===== src/cvfc_pkg.sv =====
// cvfc_pkg: shared constants and types for the cell voltage fault check block
// used by cvfc_cell_store, cvfc_scan_unit and cell_voltage_fault_check_core
package cvfc_pkg;

	localparam int SIDES           = 2;
	localparam int GROUPS_PER_SIDE = 16;
	localparam int CELL_COUNT      = SIDES * GROUPS_PER_SIDE;
	localparam int CELL_IDX_W      = (CELL_COUNT > 1) ? $clog2(CELL_COUNT) : 1;

	localparam int MV_W      = 16;
	localparam int SLOT_W    = 5;
	localparam int CODE_W    = 8;
	localparam int CFG_IDX_W = 2;

	localparam logic [CODE_W-1:0] NO_CELL = 8'hFF;

	localparam logic KIND_STORE = 1'b0;
	localparam logic KIND_CHECK = 1'b1;

	localparam logic [CFG_IDX_W-1:0] CFG_OVER   = 2'd0;
	localparam logic [CFG_IDX_W-1:0] CFG_UNDER  = 2'd1;
	localparam logic [CFG_IDX_W-1:0] CFG_SPREAD = 2'd2;

	localparam logic [MV_W-1:0] OVER_RESET   = 16'd4200;
	localparam logic [MV_W-1:0] UNDER_RESET  = 16'd2500;
	localparam logic [MV_W-1:0] SPREAD_RESET = 16'd300;

	typedef enum logic [1:0] {
		FK_OVER   = 2'd0,
		FK_UNDER  = 2'd1,
		FK_SPREAD = 2'd2
	} fault_kind_t;

	typedef enum logic [2:0] {
		ST_IDLE = 3'b001,
		ST_SCAN = 3'b010,
		ST_EMIT = 3'b100
	} state_t;

	typedef struct packed {
		logic              start;
		logic [MV_W-1:0]   mean;
	} scan_cmd_t;

	typedef struct packed {
		logic              done;
		logic [CODE_W-1:0] code;
	} scan_res_t;

endpackage


===== src/cvfc_cell_store.sv =====
// cvfc_cell_store: per-cell millivolt readings, one write and one registered read port
// unwritten entries read as zero through per-entry valid bits; uses cvfc_pkg
module cvfc_cell_store (
	input  logic                              clk,
	input  logic                              arst_n,
	input  logic                              we,
	input  logic [cvfc_pkg::CELL_IDX_W-1:0]   waddr,
	input  logic [cvfc_pkg::MV_W-1:0]         wdata,
	input  logic [cvfc_pkg::CELL_IDX_W-1:0]   raddr,
	output logic [cvfc_pkg::MV_W-1:0]         rdata
);

	logic [cvfc_pkg::MV_W-1:0]       mem_q [cvfc_pkg::CELL_COUNT];
	logic [cvfc_pkg::CELL_COUNT-1:0] vld_q;
	logic [cvfc_pkg::MV_W-1:0]       rdata_q;

	always_ff @(posedge clk or negedge arst_n) begin
		if (!arst_n) begin
			vld_q <= '0;
		end else if (we) begin
			vld_q[waddr] <= 1'b1;
		end
	end

	always_ff @(posedge clk) begin
		if (we) begin
			mem_q[waddr] <= wdata;
		end
		rdata_q <= vld_q[raddr] ? mem_q[raddr] : '0;
	end

	assign rdata = rdata_q;

endmodule


===== src/cvfc_scan_unit.sv =====
// cvfc_scan_unit: walks all cells, one per cycle, through a shared
// absolute-difference and compare unit to find the cell furthest from the mean
// the compare runs in the cycle after its read address; uses cvfc_pkg
module cvfc_scan_unit (
	input  logic                              clk,
	input  logic                              arst_n,
	input  cvfc_pkg::scan_cmd_t               cmd,
	output logic [cvfc_pkg::CELL_IDX_W-1:0]   raddr,
	input  logic [cvfc_pkg::MV_W-1:0]         rdata,
	output cvfc_pkg::scan_res_t               res
);

	logic                              busy_q;
	logic                              done_q;
	logic [cvfc_pkg::CELL_IDX_W-1:0]   idx_q;
	logic                              cmp_vld_s1;
	logic [cvfc_pkg::CELL_IDX_W-1:0]   cmp_idx_s1;
	logic [cvfc_pkg::MV_W-1:0]         mean_q;
	logic [cvfc_pkg::MV_W-1:0]         best_q;
	logic [cvfc_pkg::CODE_W-1:0]       code_q;
	logic [cvfc_pkg::MV_W-1:0]         diff;
	logic                              last_idx;
	logic                              cmp_last;

	assign diff     = (rdata > mean_q) ? (rdata - mean_q) : (mean_q - rdata);
	assign last_idx = (idx_q == cvfc_pkg::CELL_IDX_W'(cvfc_pkg::CELL_COUNT - 1));
	assign cmp_last = (cmp_idx_s1 == cvfc_pkg::CELL_IDX_W'(cvfc_pkg::CELL_COUNT - 1));

	always_ff @(posedge clk or negedge arst_n) begin
		if (!arst_n) begin
			busy_q     <= 1'b0;
			done_q     <= 1'b0;
			idx_q      <= '0;
			cmp_vld_s1 <= 1'b0;
			cmp_idx_s1 <= '0;
		end else begin
			done_q     <= cmp_vld_s1 && cmp_last;
			cmp_vld_s1 <= busy_q;
			cmp_idx_s1 <= idx_q;
			if (cmd.start) begin
				busy_q <= 1'b1;
				idx_q  <= '0;
			end else if (busy_q) begin
				idx_q <= idx_q + 1'b1;
				if (last_idx) begin
					busy_q <= 1'b0;
				end
			end
		end
	end

	always_ff @(posedge clk) begin
		if (cmd.start) begin
			mean_q <= cmd.mean;
			best_q <= '0;
			code_q <= cvfc_pkg::NO_CELL;
		end else if (cmp_vld_s1 && (diff > best_q)) begin
			best_q <= diff;
			code_q <= cvfc_pkg::CODE_W'(cmp_idx_s1);
		end
	end

	assign raddr    = idx_q;
	assign res.done = done_q;
	assign res.code = code_q;

endmodule


===== src/cell_voltage_fault_check_core.sv =====
// cell_voltage_fault_check_core: store items are accepted back to back.
// a check item with no fault leaves the block idle; with over/under faults only it
// goes to ST_EMIT and sends its n results one by one; with a spread fault it first
// scans every cell (CELL_COUNT, 32 here) through the registered read and shared compare unit.
// results leave through one output register; reset makes all cells read as zero
// and loads the default limits (4200, 2500, 300 mV)
module cell_voltage_fault_check_core (
	input  logic                             clk,
	input  logic                             arst_n,
	input  logic                             cfg_valid,
	output logic                             cfg_ready,
	input  logic [cvfc_pkg::CFG_IDX_W-1:0]   cfg_index,
	input  logic [cvfc_pkg::MV_W-1:0]        cfg_data,
	input  logic                             item_valid,
	output logic                             item_stall,
	input  logic                             kind,
	input  logic [cvfc_pkg::SLOT_W-1:0]      cell_slot,
	input  logic [cvfc_pkg::MV_W-1:0]        cell_mv,
	input  logic [cvfc_pkg::MV_W-1:0]        top_mv,
	input  logic [cvfc_pkg::MV_W-1:0]        bottom_mv,
	input  logic [cvfc_pkg::MV_W-1:0]        mean_mv,
	input  logic [cvfc_pkg::CODE_W-1:0]      top_cell_code,
	input  logic [cvfc_pkg::CODE_W-1:0]      bottom_cell_code,
	output logic                             fault_valid,
	input  logic                             fault_stall,
	output logic [1:0]                       fault_kind,
	output logic [cvfc_pkg::CODE_W-1:0]      fault_cell,
	output logic [cvfc_pkg::MV_W-1:0]        fault_value_mv,
	output logic                             last_fault
);

	cvfc_pkg::state_t                  state_q;
	logic [cvfc_pkg::MV_W-1:0]         over_lim_q;
	logic [cvfc_pkg::MV_W-1:0]         under_lim_q;
	logic [cvfc_pkg::MV_W-1:0]         spread_lim_q;

	logic [2:0]                        pend_q;
	logic [cvfc_pkg::MV_W-1:0]         top_q;
	logic [cvfc_pkg::MV_W-1:0]         bottom_q;
	logic [cvfc_pkg::MV_W-1:0]         spread_q;
	logic [cvfc_pkg::CODE_W-1:0]       top_code_q;
	logic [cvfc_pkg::CODE_W-1:0]       bottom_code_q;
	logic [cvfc_pkg::CODE_W-1:0]       spread_cell_q;

	logic                              out_vld_q;
	cvfc_pkg::fault_kind_t             out_kind_q;
	logic [cvfc_pkg::CODE_W-1:0]       out_cell_q;
	logic [cvfc_pkg::MV_W-1:0]         out_val_q;
	logic                              out_last_q;

	logic                              accept;
	logic                              store_we;
	logic                              over_hit;
	logic                              under_hit;
	logic                              spread_hit;
	logic [cvfc_pkg::MV_W:0]           spread_full;
	logic                              out_load;
	logic [2:0]                        pend_nxt;
	cvfc_pkg::fault_kind_t             sel_kind;
	logic [cvfc_pkg::CODE_W-1:0]       sel_cell;
	logic [cvfc_pkg::MV_W-1:0]         sel_val;

	cvfc_pkg::scan_cmd_t               scan_cmd;
	cvfc_pkg::scan_res_t               scan_res;
	logic [cvfc_pkg::CELL_IDX_W-1:0]   rd_addr;
	logic [cvfc_pkg::MV_W-1:0]         rd_data;

	// config, always writable
	assign cfg_ready = 1'b1;

	always_ff @(posedge clk or negedge arst_n) begin
		if (!arst_n) begin
			over_lim_q   <= cvfc_pkg::OVER_RESET;
			under_lim_q  <= cvfc_pkg::UNDER_RESET;
			spread_lim_q <= cvfc_pkg::SPREAD_RESET;
		end else if (cfg_valid && cfg_ready) begin
			case (cfg_index)
				cvfc_pkg::CFG_OVER:   over_lim_q   <= cfg_data;
				cvfc_pkg::CFG_UNDER:  under_lim_q  <= cfg_data;
				cvfc_pkg::CFG_SPREAD: spread_lim_q <= cfg_data;
				default: ;
			endcase
		end
	end

	assign item_stall = (state_q != cvfc_pkg::ST_IDLE);
	assign accept     = item_valid && !item_stall;
	assign store_we   = accept && (kind == cvfc_pkg::KIND_STORE)
		&& (int'(cell_slot) < cvfc_pkg::CELL_COUNT);

	assign spread_full = {1'b0, top_mv} - {1'b0, bottom_mv};
	assign over_hit    = top_mv > over_lim_q;
	assign under_hit   = bottom_mv < under_lim_q;
	assign spread_hit  = !spread_full[cvfc_pkg::MV_W]
		&& (spread_full[cvfc_pkg::MV_W-1:0] > spread_lim_q);

	assign scan_cmd.start = accept && (kind == cvfc_pkg::KIND_CHECK) && spread_hit;
	assign scan_cmd.mean  = mean_mv;

	cvfc_cell_store u_store (
		.clk    (clk),
		.arst_n (arst_n),
		.we     (store_we),
		.waddr  (cvfc_pkg::CELL_IDX_W'(cell_slot)),
		.wdata  (cell_mv),
		.raddr  (rd_addr),
		.rdata  (rd_data)
	);

	cvfc_scan_unit u_scan (
		.clk    (clk),
		.arst_n (arst_n),
		.cmd    (scan_cmd),
		.raddr  (rd_addr),
		.rdata  (rd_data),
		.res    (scan_res)
	);

	// next result in fixed order: over, under, spread
	always_comb begin
		sel_kind = cvfc_pkg::FK_SPREAD;
		sel_cell = spread_cell_q;
		sel_val  = spread_q;
		pend_nxt = pend_q;
		if (pend_q[0]) begin
			sel_kind    = cvfc_pkg::FK_OVER;
			sel_cell    = top_code_q;
			sel_val     = top_q;
			pend_nxt[0] = 1'b0;
		end else if (pend_q[1]) begin
			sel_kind    = cvfc_pkg::FK_UNDER;
			sel_cell    = bottom_code_q;
			sel_val     = bottom_q;
			pend_nxt[1] = 1'b0;
		end else begin
			pend_nxt[2] = 1'b0;
		end
	end

	assign out_load = (state_q == cvfc_pkg::ST_EMIT) && (pend_q != 3'b000)
		&& (!out_vld_q || !fault_stall);

	always_ff @(posedge clk or negedge arst_n) begin
		if (!arst_n) begin
			state_q   <= cvfc_pkg::ST_IDLE;
			pend_q    <= 3'b000;
			out_vld_q <= 1'b0;
		end else begin
			if (out_load) begin
				out_vld_q <= 1'b1;
			end else if (!fault_stall) begin
				out_vld_q <= 1'b0;
			end
			case (state_q)
				cvfc_pkg::ST_IDLE: begin
					if (accept && (kind == cvfc_pkg::KIND_CHECK)) begin
						pend_q <= {spread_hit, under_hit, over_hit};
						if (spread_hit) begin
							state_q <= cvfc_pkg::ST_SCAN;
						end else if (over_hit || under_hit) begin
							state_q <= cvfc_pkg::ST_EMIT;
						end
					end
				end
				cvfc_pkg::ST_SCAN: begin
					if (scan_res.done) begin
						state_q <= cvfc_pkg::ST_EMIT;
					end
				end
				cvfc_pkg::ST_EMIT: begin
					if (pend_q == 3'b000) begin
						state_q <= cvfc_pkg::ST_IDLE;
					end else if (out_load) begin
						pend_q <= pend_nxt;
					end
				end
				default: begin
					state_q <= cvfc_pkg::ST_IDLE;
				end
			endcase
		end
	end

	always_ff @(posedge clk) begin
		if (accept && (kind == cvfc_pkg::KIND_CHECK)) begin
			top_q         <= top_mv;
			bottom_q      <= bottom_mv;
			spread_q      <= spread_full[cvfc_pkg::MV_W-1:0];
			top_code_q    <= top_cell_code;
			bottom_code_q <= bottom_cell_code;
		end
		if (scan_res.done) begin
			spread_cell_q <= scan_res.code;
		end
		if (out_load) begin
			out_kind_q <= sel_kind;
			out_cell_q <= sel_cell;
			out_val_q  <= sel_val;
			out_last_q <= (pend_nxt == 3'b000);
		end
	end

	assign fault_valid    = out_vld_q;
	assign fault_kind     = out_kind_q;
	assign fault_cell     = out_cell_q;
	assign fault_value_mv = out_val_q;
	assign last_fault     = out_last_q;

endmodule


===== config.mk =====
export PLATFORM = sky130hd
export DESIGN_NAME = cell_voltage_fault_check_core
export DESIGN_NICKNAME = d
export VERILOG_FILES = /design/src/cvfc_pkg.sv /design/src/cvfc_cell_store.sv /design/src/cvfc_scan_unit.sv /design/src/cell_voltage_fault_check_core.sv
export SDC_FILE = /design/constraint.sdc
export NUM_CORES = 1
export LEC_CHECK = 0
export ABC_CLOCK_PERIOD_IN_PS = 11800
export BUFFER_PORTS_ARGS = -buffer_cell sky130_fd_sc_hd__buf_2
export CAP_MARGIN = 20
export CORE_MARGIN = 4
export CORE_UTILIZATION = 30
export CTS_BUF_LIST = sky130_fd_sc_hd__clkbuf_4 sky130_fd_sc_hd__clkbuf_8
export DETAILED_ROUTE_END_ITERATION = 8
export HOLD_SLACK_MARGIN = 0.08
export PLACE_DENSITY = 0.55
export SLEW_MARGIN = 0
export SYNTH_ARGS = -nofsm -noshare
export SYNTH_HDL_FRONTEND = slang
export SYNTH_SLANG_ARGS = --single-unit

===== constraint.sdc =====
create_clock -name clk -period 11.8 [get_ports clk]
set_input_delay 1.77 -clock clk [delete_from_list [all_inputs] [get_ports clk]]
set_output_delay 1.77 -clock clk [all_outputs]
set_load 0.01 [all_outputs]

Word-level counts from Yosys, hierarchy flattened
Memory sizes are Yosys's and may differ from the RTL's. A register that Yosys moved wholly into a read port is not among the register bits.
Cells that the tools add are included.
Storage, ports and cells
  register bits: 239
  bits in latches: 0
  memory bits (writable): 512
  bits in read-only memories: 0
  input bits: 109
  output and inout port bits: 30
  memories: 1
Memories
  u_store.mem_q: words 32, width 16, read ports 1, clocked after memory_dff 1, wr ports 1, RTL line cvfc_cell_store.sv:13  | logic [cvfc_pkg::MV_W-1:0] mem_q [cvfc_pkg::CELL_COUNT];
Cells by class
  add/sub/neg operators: 4
  $mul: 0
  divide/modulo/power cells: 0
  order comparisons: 8
  equality and inequality tests: 15
  shift operators: 0
  muxes and demuxes: 31
  bitwise operators: 2
  reduce and logical (&&, ||, !) cells: 28
Operators with widths (number)
  greater-than comparator 16 bit: 4
  two-way mux 16 bit: 3
  bitwise OR 32 bit: 1
  subtractor 16 bit: 2
  two-way mux 3 bit: 8
  subtractor 16 x 16 -> 17 bit: 1
  less-than comparator 16 bit: 1
  two-way mux 8 bit: 2
  less-than comparator 5 x 6 -> 1 bit, second input constant: 2
  equality test 5 bit, second input constant: 2
  logical AND 1 bit: 10
  two-way mux 1 bit: 10
  two-way mux 5 bit: 2
  one-hot mux 3 bit (3 select lines): 1
  AND reduction 4 bit: 2
  zero test 3 bit: 2
  inequality test 2 x 1 -> 1 bit, second input constant: 3
  inequality test 2 bit, second input constant: 3
  one-hot mux 3 bit (2 select lines): 1
  AND reduction 2 bit: 3
  adder 5 x 1 -> 5 bit, second input constant: 1
  binary-select mux 1 bit (select 5 bit): 1
  demux 1 bit (select 5 bit): 1
  >= comparator 5 x 1 -> 1 bit, second input constant: 1
  other kinds (14): 21

Logic depth before layout (Yosys ltp)
Gate-level depths: netlist of the first run.
  depth in word-level cells: 6
  gate-level depth with buffers: 23
  mapped depth without buffers: 20

By module
Synthesis of the first run repeated with hierarchy kept, for this count alone.
Unflattened totals
  cells, all modules: 2152
  area, all modules: 33174.3 µm²
By module, submodules not included
  cvfc_cell_store: times used 1, cells an instance 1079, area each 21587.0 µm², sequential area each 16495.8 µm²
  cell_voltage_fault_check_core: times used 1, cells an instance 626, area each 7592.3 µm², sequential area each 4366.7 µm²
  cvfc_scan_unit: times used 1, cells an instance 447, area each 3995.1 µm², sequential area each 1246.2 µm²

Worst setup path after synthesis of the first run
OpenSTA, ideal clock, no wires.
  path kind: input to register
  from: input port top_mv[0] (netlist name)
  to: register u_scan.mean_q[0] (netlist name), enable pin
  setup time: 350 ps
  data arrival time: 5090 ps
  required time: 11450 ps
  setup slack: 6360 ps
  stages: 17
  buffers on the path: 1
  path through: inv_1 -> ha_1 -> inv_1 -> fa_1 -> a211oi_1 -> o21bai_1 -> o31ai_1 -> a31oi_1 -> a21o_1 -> a21oi_1 -> xnor2_1 -> ha_1 -> nand4_1 -> a211o_1 -> a211o_1 -> nor2_1 -> buf_2
RTL lines
  from (decl): RTL line cell_voltage_fault_check_core.sv:19  | input logic [cvfc_pkg::MV_W-1:0] top_mv,
  to (signal assigned): RTL line cvfc_scan_unit.sv:54  | mean_q <= cmd.mean;
  to (decl): RTL line cvfc_scan_unit.sv:18  | logic [cvfc_pkg::MV_W-1:0] mean_q;

Worst setup path in the final report of the first run
  from: input port top_mv[0] (netlist name)
  to: register u_scan.mean_q[11] (netlist name), enable pin
On the way
  word-level cells in the longest chain between the ends: 4
RTL lines
  subtractor 16 x 16 -> 17 bit: RTL line cell_voltage_fault_check_core.sv:91  | assign spread_full = {1'b0, top_mv} - {1'b0, bottom_mv};
  via spread_full (one bit): RTL line cell_voltage_fault_check_core.sv:56  | logic [cvfc_pkg::MV_W:0] spread_full;
  greater-than comparator 16 bit: RTL line cell_voltage_fault_check_core.sv:95  | && (spread_full[cvfc_pkg::MV_W-1:0] > spread_lim_q);
  logical AND 1 bit: RTL line cell_voltage_fault_check_core.sv:95
  logical AND 1 bit: RTL line cell_voltage_fault_check_core.sv:97  | assign scan_cmd.start = accept && (kind == cvfc_pkg::KIND_CHECK) && spread_hit;
The timed path passes the listed nets, and every way through them passes these cells.
A chain may end at the register's enable or synchronous reset.

==> results.py, run 1 <==
metrics = {
    "hold_path": {
        "hp-start": "u_scan.code_q[6]",
        "hold_path.class": "reg2reg",
    },
    "timing": {
        "setup_viol": 0,
        "hold_viol": 0,
        "period_needed_ps": 5840,
        "relSlewSlack_pct": 34.1,
        "fin_ws_ps": 5960,
        "worst_pin_slew_ps": 986,
        "fin_crit_sh_pct": 49.5,
        "maxClockFrequency_ghz": 0.171,
        "rsz0062_at_grt": "no",
        "finalSetupTns_ps": 0,
        "drv_slew": 0,
        "fin_skew_ps": 43.5,
    },
    "clock_tree": {
        "clk_pin_slew_worst_paths_ps": 60,
        "ctsHtreeMaxLevel": 4,
        "numCtsBuffers": 136,
        "hold_buffers": 0,
        "cts_tree": "yes",
        "cts_setup_buffers": 0,
        "cts_buffer_depth": 3,
        "worstSkewPairLatency_ps": 790,
        "clock_sinks": 763,
        "cts_resized": 0,
        "cts-root-buf": "clkbuf_8",
    },
    "route": {
        "avgRoutedWirePerCell_um": 21.0,
        "vias_per_cell": 4.77,
        "route.detailed.drc": 0,
        "drt_iter0_drc": 1327,
        "postRouteAntennaNets": 0,
        "wl_um": 77700,
        "drtPass1Iterations": 5,
        "vias": 17600,
    },
    "power": {
        "irDropWorstVdd_mv": 0.204,
        "leakage_nw": 13.7,
        "power_density_nw_per_um2": 214,
        "p_total_w": 0.00813,
    },
    "floorplanning": {
        "rows": 120,
        "coreArea_um2": 107000,
        "die_x_um": 337,
        "dieArea_um2": 114000,
        "die_h_um": 337,
        "start_util_pct": 30.3,
        "num_io_pins": 139,
    },
    "critical_path": {
        "setup.worst_path.start": "top_mv[0]",
        "cp-end-kind": "flop",
        "crit_slowest_cell": "nor2_4",
        "timing.rr.start": "u_scan.mean_q[3]",
        "crit_path_cell_trace": "buf_2 -> inv_1 -> ha_1 -> inv_1 -> fa_1 -> a211oi_1 -> o21bai_1 -> o31ai_1 -> a31oi_1 -> a21o_1 -> a21oi_1 -> xnor2_1 -> ha_1 -> nand4_1 -> a211o_1 -> a211o_1 -> nor2_4",
        "required_ps": 12200,
        "path_class": "in2reg",
        "worstSetupStartpointType": "input port",
        "cp.arrival_ps": 6250,
        "cpPeakStageDelay_ps": 810,
        "crit_fanout": 38,
    },
    "place": {
        "io_buffers": 137,
        "gp_congestion": 0.818,
        "dp.final_hpwl_um": 48000,
        "post-place-ws_ps": 5090,
        "placedInstanceArea_um2": 35000,
    },
    "cells_and_area": {
        "layout-drive-gt1-share_pct": 31.1,
        "register_area_um2": 22100,
        "synthToLayoutAreaGrowth_pct": 16.9,
        "layout_common_cells": "edfxtp_1 (625), mux4_2 (170), clkbuf_8 (146)",
        "fin_util_pct": 35.4,
        "nFillCells": 10100,
        "final_common_cell": "edfxtp_1",
        "nNetsFinal": 2394,
        "final_area_um2": 38000,
        "multi_input_area_um2": 9650,
    },
    "synth": {
        "async_flop_share_pct": 13.1,
        "netlist.area_leader.share_pct": 57.7,
        "synthTopCellsByArea": "edfxtp_1 (58%), mux4_2 (12%), dfrtp_1 (6.6%)",
        "synth_fp_nets": 2152,
        "ys.flop_type": "edfxtp_1",
        "seq_area_frac_synth_pct": 67.8,
        "synth_edf_count": 625,
        "yosys_warnings": 0,
        "synth_seq_cells": 763,
        "ys_types": 74,
        "syn-mean-instance-area_um2": 16.9,
        "yosysTopAreaCell": "edfxtp_1",
        "syn_area_um2": 32500,
        "postSynthCellCount": 1928,
    },
    "global_routing": {
        "grt_use_total_pct": 13.8,
        "antenna_found_initial": 7,
        "grt_pass1_wl_um": 117000,
        "overflow": 0,
        "grt_pass1_vias": 18900,
        "grt_start_max_net_pins": 104,
    },
    "run": {
        "drv_cap": 0,
    },
    "outcome": {
        "status": "finished, final reports clean",
    },
}
metal layers:
metal | wire length [µm] | up-vias | global-route usage, %
met5 | 13 | - | 0
met1 | 34100 | 9113 | 18.1
li1 | - | 7967 | -
met4 | 1750 | 2 | 4.51
met3 | 4330 | 115 | 3.32
met2 | 37500 | 437 | 22.6
critical path: cells and delay by family:
family | cells | cell delay, ps
adders and majority gates | 3 | 990
buffers and inverters | 3 | 270
xor gates and xnor gates | 1 | 120
and+or+nand+nor | 2 | 930
AOI/OAI and AO/OA | 8 | 2110
cell usage after synthesis, types with 3 or more instances:
| master | number |
|---|---|
| a211o_1 | 3 |
| fa_1 | 3 |
| buf_4 | 18 |
| nand2b_1 | 11 |
| nand4_1 | 15 |
| buf_1 | 13 |
| o21ai_0 | 74 |
| o21a_1 | 7 |
| nor2b_1 | 11 |
| a221o_1 | 5 |
| o31ai_1 | 5 |
| o211ai_1 | 8 |
| a21oi_1 | 58 |
| dfxtp_1 | 38 |
| inv_1 | 128 |
| a21o_1 | 21 |
| and2_1 | 5 |
| and3_1 | 6 |
| nor2_1 | 104 |
| a221oi_1 | 3 |
| a211oi_1 | 7 |
| nor3_1 | 10 |
| nand3_1 | 15 |
| a31oi_1 | 14 |
| mux4_2 | 170 |
| nor3b_1 | 4 |
| xor2_1 | 11 |
| ha_1 | 112 |
| dfrtp_1 | 86 |
| or2_2 | 36 |
| nand2_1 | 76 |
| nand3b_1 | 3 |
| o21bai_1 | 6 |
| xnor2_1 | 18 |
| mux2i_1 | 58 |
| buf_2 | 15 |
| clkbuf_1 | 32 |
| a41oi_1 | 3 |
| mux2_2 | 34 |
| dfstp_2 | 14 |
| edfxtp_1 | 625 |
cell families (layout without fill, tap and decap cells):
| group | Yosys count | after routing | synth area share [%] |
|---|---|---|---|
| compound gates | 237 | 237 | 4.64 |
| other cells | 1 | 10 | 0.0115 |
| fa+ha+maj | 115 | 115 | 4.50 |
| flops | 763 | 763 | 67.8 |
| simple gates | 310 | 310 | 4.60 |
| mux | 263 | 263 | 14.8 |
| xor+xnor | 29 | 29 | 0.782 |
| buf+inv | 210 | 564 | 2.81 |
flip-flops by register name, summed over array words and instances, names as in the netlist, 8 cells and up:
signal,count
u_store.mem_q,512
u_store.vld_q,32
bottom_q,16
fault_value_mv,16
over_lim_q,16
spread_lim_q,16
spread_q,16
top_q,16
u_scan.best_q,16
u_scan.mean_q,16
u_store.rdata,16
under_lim_q,16
bottom_code_q,8
fault_cell,8
top_code_q,8
metrics by stage:
stage	cells	hold slack [ps]
3_3_place_gp	3431	425
3_5_place_dp	3432	423
2_1_floorplan	1928	349
6_report	3694	443
4_1_cts	3682	440
5_1_grt	3691	456
worst paths after layout:
| check | slack (ps) | depth (start not counted) | to |
|---|---|---|---|
| worst max-delay path | 5960 | 17 | u_scan.mean_q[11] |
| worst min-delay path | 440 | 0 | spread_cell_q[6] |
| worst max register to register | 6370 | 18 | u_scan.best_q[11] |
| worst min register to register | 440 | 0 | spread_cell_q[6] |
| max in group asynchronous | 9470 | 2 | u_scan.raddr[1] |
| min in group asynchronous | 950 | 1 | over_lim_q[14] |
area by class of cell:
cell class	instances	share of cell area, %
timing repair buffer	185	2.94
tap	1403	4.62
clock buffer	186	6.08
antenna	9	0.0593
clock inverter	64	1.56
inverter	129	1.28
sequential	763	58.1
multi-input combinational	955	25.4
where the power goes:
group | switching (W) | internal, W
Combinational | 0.00113 | 0.00105
Clock | 0.00114 | 0.00145
Sequential | 0.000203 | 0.00315
Total | 0.00248 | 0.00565
Power figures use the tool's default switching activity.
==> run 2, diff against run 1 <==
--- a/config.mk
+++ b/config.mk
@@ -5,7 +5,8 @@
 export SDC_FILE = /design/constraint.sdc
 export NUM_CORES = 1
 export LEC_CHECK = 0
-export ABC_CLOCK_PERIOD_IN_PS = 11800
+export ABC_AREA = 1
+export ABC_CLOCK_PERIOD_IN_PS = 5000
 export BUFFER_PORTS_ARGS = -buffer_cell sky130_fd_sc_hd__buf_2
 export CAP_MARGIN = 20
 export CORE_MARGIN = 4
@@ -13,7 +14,7 @@
 export CTS_BUF_LIST = sky130_fd_sc_hd__clkbuf_4 sky130_fd_sc_hd__clkbuf_8
 export DETAILED_ROUTE_END_ITERATION = 8
 export HOLD_SLACK_MARGIN = 0.08
-export PLACE_DENSITY = 0.55
+export PLACE_DENSITY = 0.56
 export SLEW_MARGIN = 0
 export SYNTH_ARGS = -nofsm -noshare
 export SYNTH_HDL_FRONTEND = slang
==> constraint.sdc (replaced) <==
create_clock -name clk -period 5 [get_ports clk]
set_input_delay 0.75 -clock clk [delete_from_list [all_inputs] [get_ports clk]]
set_output_delay 0.75 -clock clk [all_outputs]
set_load 0.01 [all_outputs]
==> results.py, run 2 <==
metrics = {
    "clock_tree": {
        "cts_tree": "yes",
        "worstSkewPairLatency_ps": 770,
        "cts_setup_buffers": 0,
        "numCtsBuffers": 135,
        "clk_pin_slew_worst_paths_ps": 60,
        "cts_buffer_depth": 3,
        "clock_sinks": 763,
        "ctsHtreeMaxLevel": 4,
        "cts-root-buf": "clkbuf_8",
    },
    "power": {
        "p_clk_share_pct": 28.7,
        "p_int_w": 0.0131,
        "power_density_nw_per_um2": 541,
        "irDropWorstVdd_mv": 0.519,
        "p_comb_share_pct": 34.4,
        "switchingPower_w": 0.00799,
        "leakage_nw": 15.1,
        "power_switching_share_pct": 37.8,
        "pwr-share-seq_pct": 36.8,
    },
    "critical_path": {
        "cpMostUsedCell": "nand2_1",
        "crit_slowest_cell": "nand2_2",
        "critPathBufInv": 4,
        "cp-end-kind": "flop",
        "required_ps": 5650,
        "cp_top_family": "simple AND/OR/NAND/NOR gates",
        "crit_fanout": 26,
        "worstSetupStartpointType": "flop",
        "reg2reg_slack_ps": 660,
        "cpPeakStageDelay_ps": 450,
        "crit_path_cell_trace": "ha_1 -> inv_1 -> fa_1 -> nand2_1 -> nand2_2 -> nand2_1 -> nand3_2 -> nand2_1 -> nand2_1 -> nand2_2 -> inv_2 -> nand2_1 -> nand2_2 -> inv_1 -> ha_1 -> a21oi_1 -> o21ai_0 -> a21oi_1 -> nand2_1 -> nand2_2 -> inv_2 -> o21ai_0 -> nor2_1",
        "path_class": "reg2reg",
        "cp.arrival_ps": 4990,
    },
    "cells_and_area": {
        "largest_reg_flops": 512,
        "nNetsFinal": 3434,
        "final_common_cell": "edfxtp_1",
        "layout-drive-gt1-share_pct": 15.8,
        "nFillCells": 11100,
        "regMostFlops": "u_store.mem_q",
        "synthToLayoutAreaGrowth_pct": 16.3,
        "final_area_um2": 39100,
        "top_regs": "u_store.mem_q: 512 flops, u_store.vld_q: 32 flops",
        "layout_common_cells": "edfxtp_1 (625), nand2_1 (422), nor2_1 (378)",
        "fin_util_pct": 35.2,
    },
    "timing": {
        "relSlewSlack_pct": 38.3,
        "rsz0062_at_grt": "no",
        "worst_pin_slew_ps": 926,
        "hold_viol": 0,
        "setup_viol": 0,
        "period_needed_ps": 4340,
        "finalSetupTns_ps": 0,
        "fin_skew_ps": 49.6,
        "drv_slew": 0,
        "worst_hold_slack_ps": 175,
        "maxClockFrequency_ghz": 0.231,
        "fin_crit_sh_pct": 86.7,
    },
    "route": {
        "postRouteAntennaNets": 0,
        "route.detailed.drc": 0,
        "vias": 22900,
        "drt_iter0_drc": 1841,
        "drtPass1Iterations": 5,
        "avgRoutedWirePerCell_um": 18.4,
        "vias_per_cell": 4.76,
        "wl_um": 88600,
    },
    "run": {
        "drv_cap": 0,
    },
    "floorplanning": {
        "coreArea_um2": 111000,
        "start_util_pct": 30.3,
        "dieArea_um2": 117000,
        "rows": 122,
        "die_x_um": 343,
        "die_h_um": 343,
        "num_io_pins": 139,
    },
    "synth": {
        "synth_fp_nets": 3212,
        "syn_area_um2": 33600,
        "syn-mean-instance-area_um2": 11.2,
        "yosysMostFrequentCell": "edfxtp_1",
        "synthTopCellsByArea": "edfxtp_1 (56%), dfrtp_1 (6.4%), o21ai_0 (5.1%)",
        "ys.flop_type": "edfxtp_1",
        "async_flop_share_pct": 13.1,
        "postSynthCellCount": 2988,
        "synth_common_cells": "edfxtp_1 (625), nand2_1 (422), nor2_1 (380)",
        "synth_seq_cells": 763,
        "netlist.area_leader.share_pct": 55.9,
        "ys_types": 48,
        "yosys_warnings": 0,
        "seq_area_frac_synth_pct": 65.7,
        "synth_edf_count": 625,
        "yosysTopAreaCell": "edfxtp_1",
    },
    "global_routing": {
        "grt_pass1_wl_um": 134000,
        "overflow": 0,
        "grt_start_max_net_pins": 155,
        "antenna_found_initial": 11,
        "grt_use_total_pct": 14.8,
        "grt_pass1_vias": 22000,
    },
    "place": {
        "placedInstanceArea_um2": 35900,
        "dp.final_hpwl_um": 54100,
        "io_buffers": 137,
        "gp_congestion": 0.842,
    },
    "outcome": {
        "status": "finished, final reports clean",
    },
    "hold_path": {
        "hold_path.class": "in2reg",
    },
}
## run 2: changes by cell type after synthesis, moves of 37 or more
cell,delta
nor2_1,+276
mux4_2,-170
inv_1,+129
o21ai_1,+62
nand2_1,+346
o22ai_1,+37
nand3_1,+82
o21ai_0,+268
o221ai_1,+64
a21oi_1,+37
mux2i_1,-58
## run 2: metal layers
metal  wire (µm)  vias up  GRT usage (%)  part of all wire (%)
met2       39200      632           22.3                    44
met1       42200    11200           21.7                    48
li1            -    10900              -                     -
met3        5680      105           3.04                   6.4
met5          32        -              0                 0.036
met4        1430        6           4.29                   1.6
## run 2: final timing paths
check / startpoint / endpoint / depth (start not counted)
hold reg to reg: u_scan.raddr[3] / u_scan.cmp_idx_s1[3] / 0
setup reg to reg: u_scan.mean_q[0] / u_scan.best_q[1] / 23
setup / recovery: u_scan.mean_q[0] / u_scan.best_q[1] / 23
max in group asynchronous: arst_n / u_scan.raddr[0] / 3
hold / removal: top_cell_code[0] / top_code_q[0] / 1
min in group asynchronous: arst_n / under_lim_q[0] / 2
## run 2: cells by family after synthesis
logic type | after synthesis | synth area share, %
compound gates | 682 | 11.7
xor+xnor | 28 | 0.730
fa+ha+maj | 115 | 4.35
buf+inv | 405 | 5.24
flops | 763 | 65.7
other cells | 1 | 0.0112
simple gates | 994 | 12.3
## run 2: cell type report
class                   instances  area, µm²  share of cell area [%]
flip-flops and latches        763      22100                    56.5
multi-input cells            1820       9780                    25.0
clock buffers                 202       2480                    6.35
well taps                    1488       1860                    4.77
repair buffers                225       1490                    3.81
inverters                     265       1000                    2.57
clock inverters                42        372                   0.951
diodes                          7       17.5                  0.0448
## run 2: metrics by stage
step	instances	total power [W]	setup WS (ps)
final	4812	0.0211	664
after global routing	4811	0.0225	153
after CTS	4804	0.0214	597
after detailed placement	4536	0.0152	640
after global placement	4533	0.0151	674
after floorplan	2988	0.0130	232
## run 2: worst reg2reg max path: stages, from the launching register on
cell and delay, ps:
edfxtp_1 390, ha_1 190, inv_1 60, fa_1 410
nand2_1 100, nand2_2 80, nand2_1 80, nand3_2 80
nand2_1 80, nand2_1 60, nand2_2 450, inv_2 200
nand2_1 130, nand2_2 70, inv_1 60, ha_1 240
a21oi_1 150, o21ai_0 90, a21oi_1 130, nand2_1 80
nand2_2 410, inv_2 360, o21ai_0 260, nor2_1 70
## run 2: repair_timing
item / CTS / global route
endpoints found under the setup margin: 0 / 0
endpoints found under the hold margin: 39 / 0
hold buffers: 24 / 0
gates resized for setup: 0 / 0
## run 2: power by group through the flow
stage / combinational [W] / clock [W] / sequential (W)
after CTS: 0.00735 / 0.00623 / 0.00778
after global placement: 0.00721 / 0 / 0.00790
after floorplan: 0.00519 / 0 / 0.00777
final: 0.00728 / 0.00607 / 0.00778
after global routing: 0.00819 / 0.00653 / 0.00783
after detailed placement: 0.00731 / 0 / 0.00790
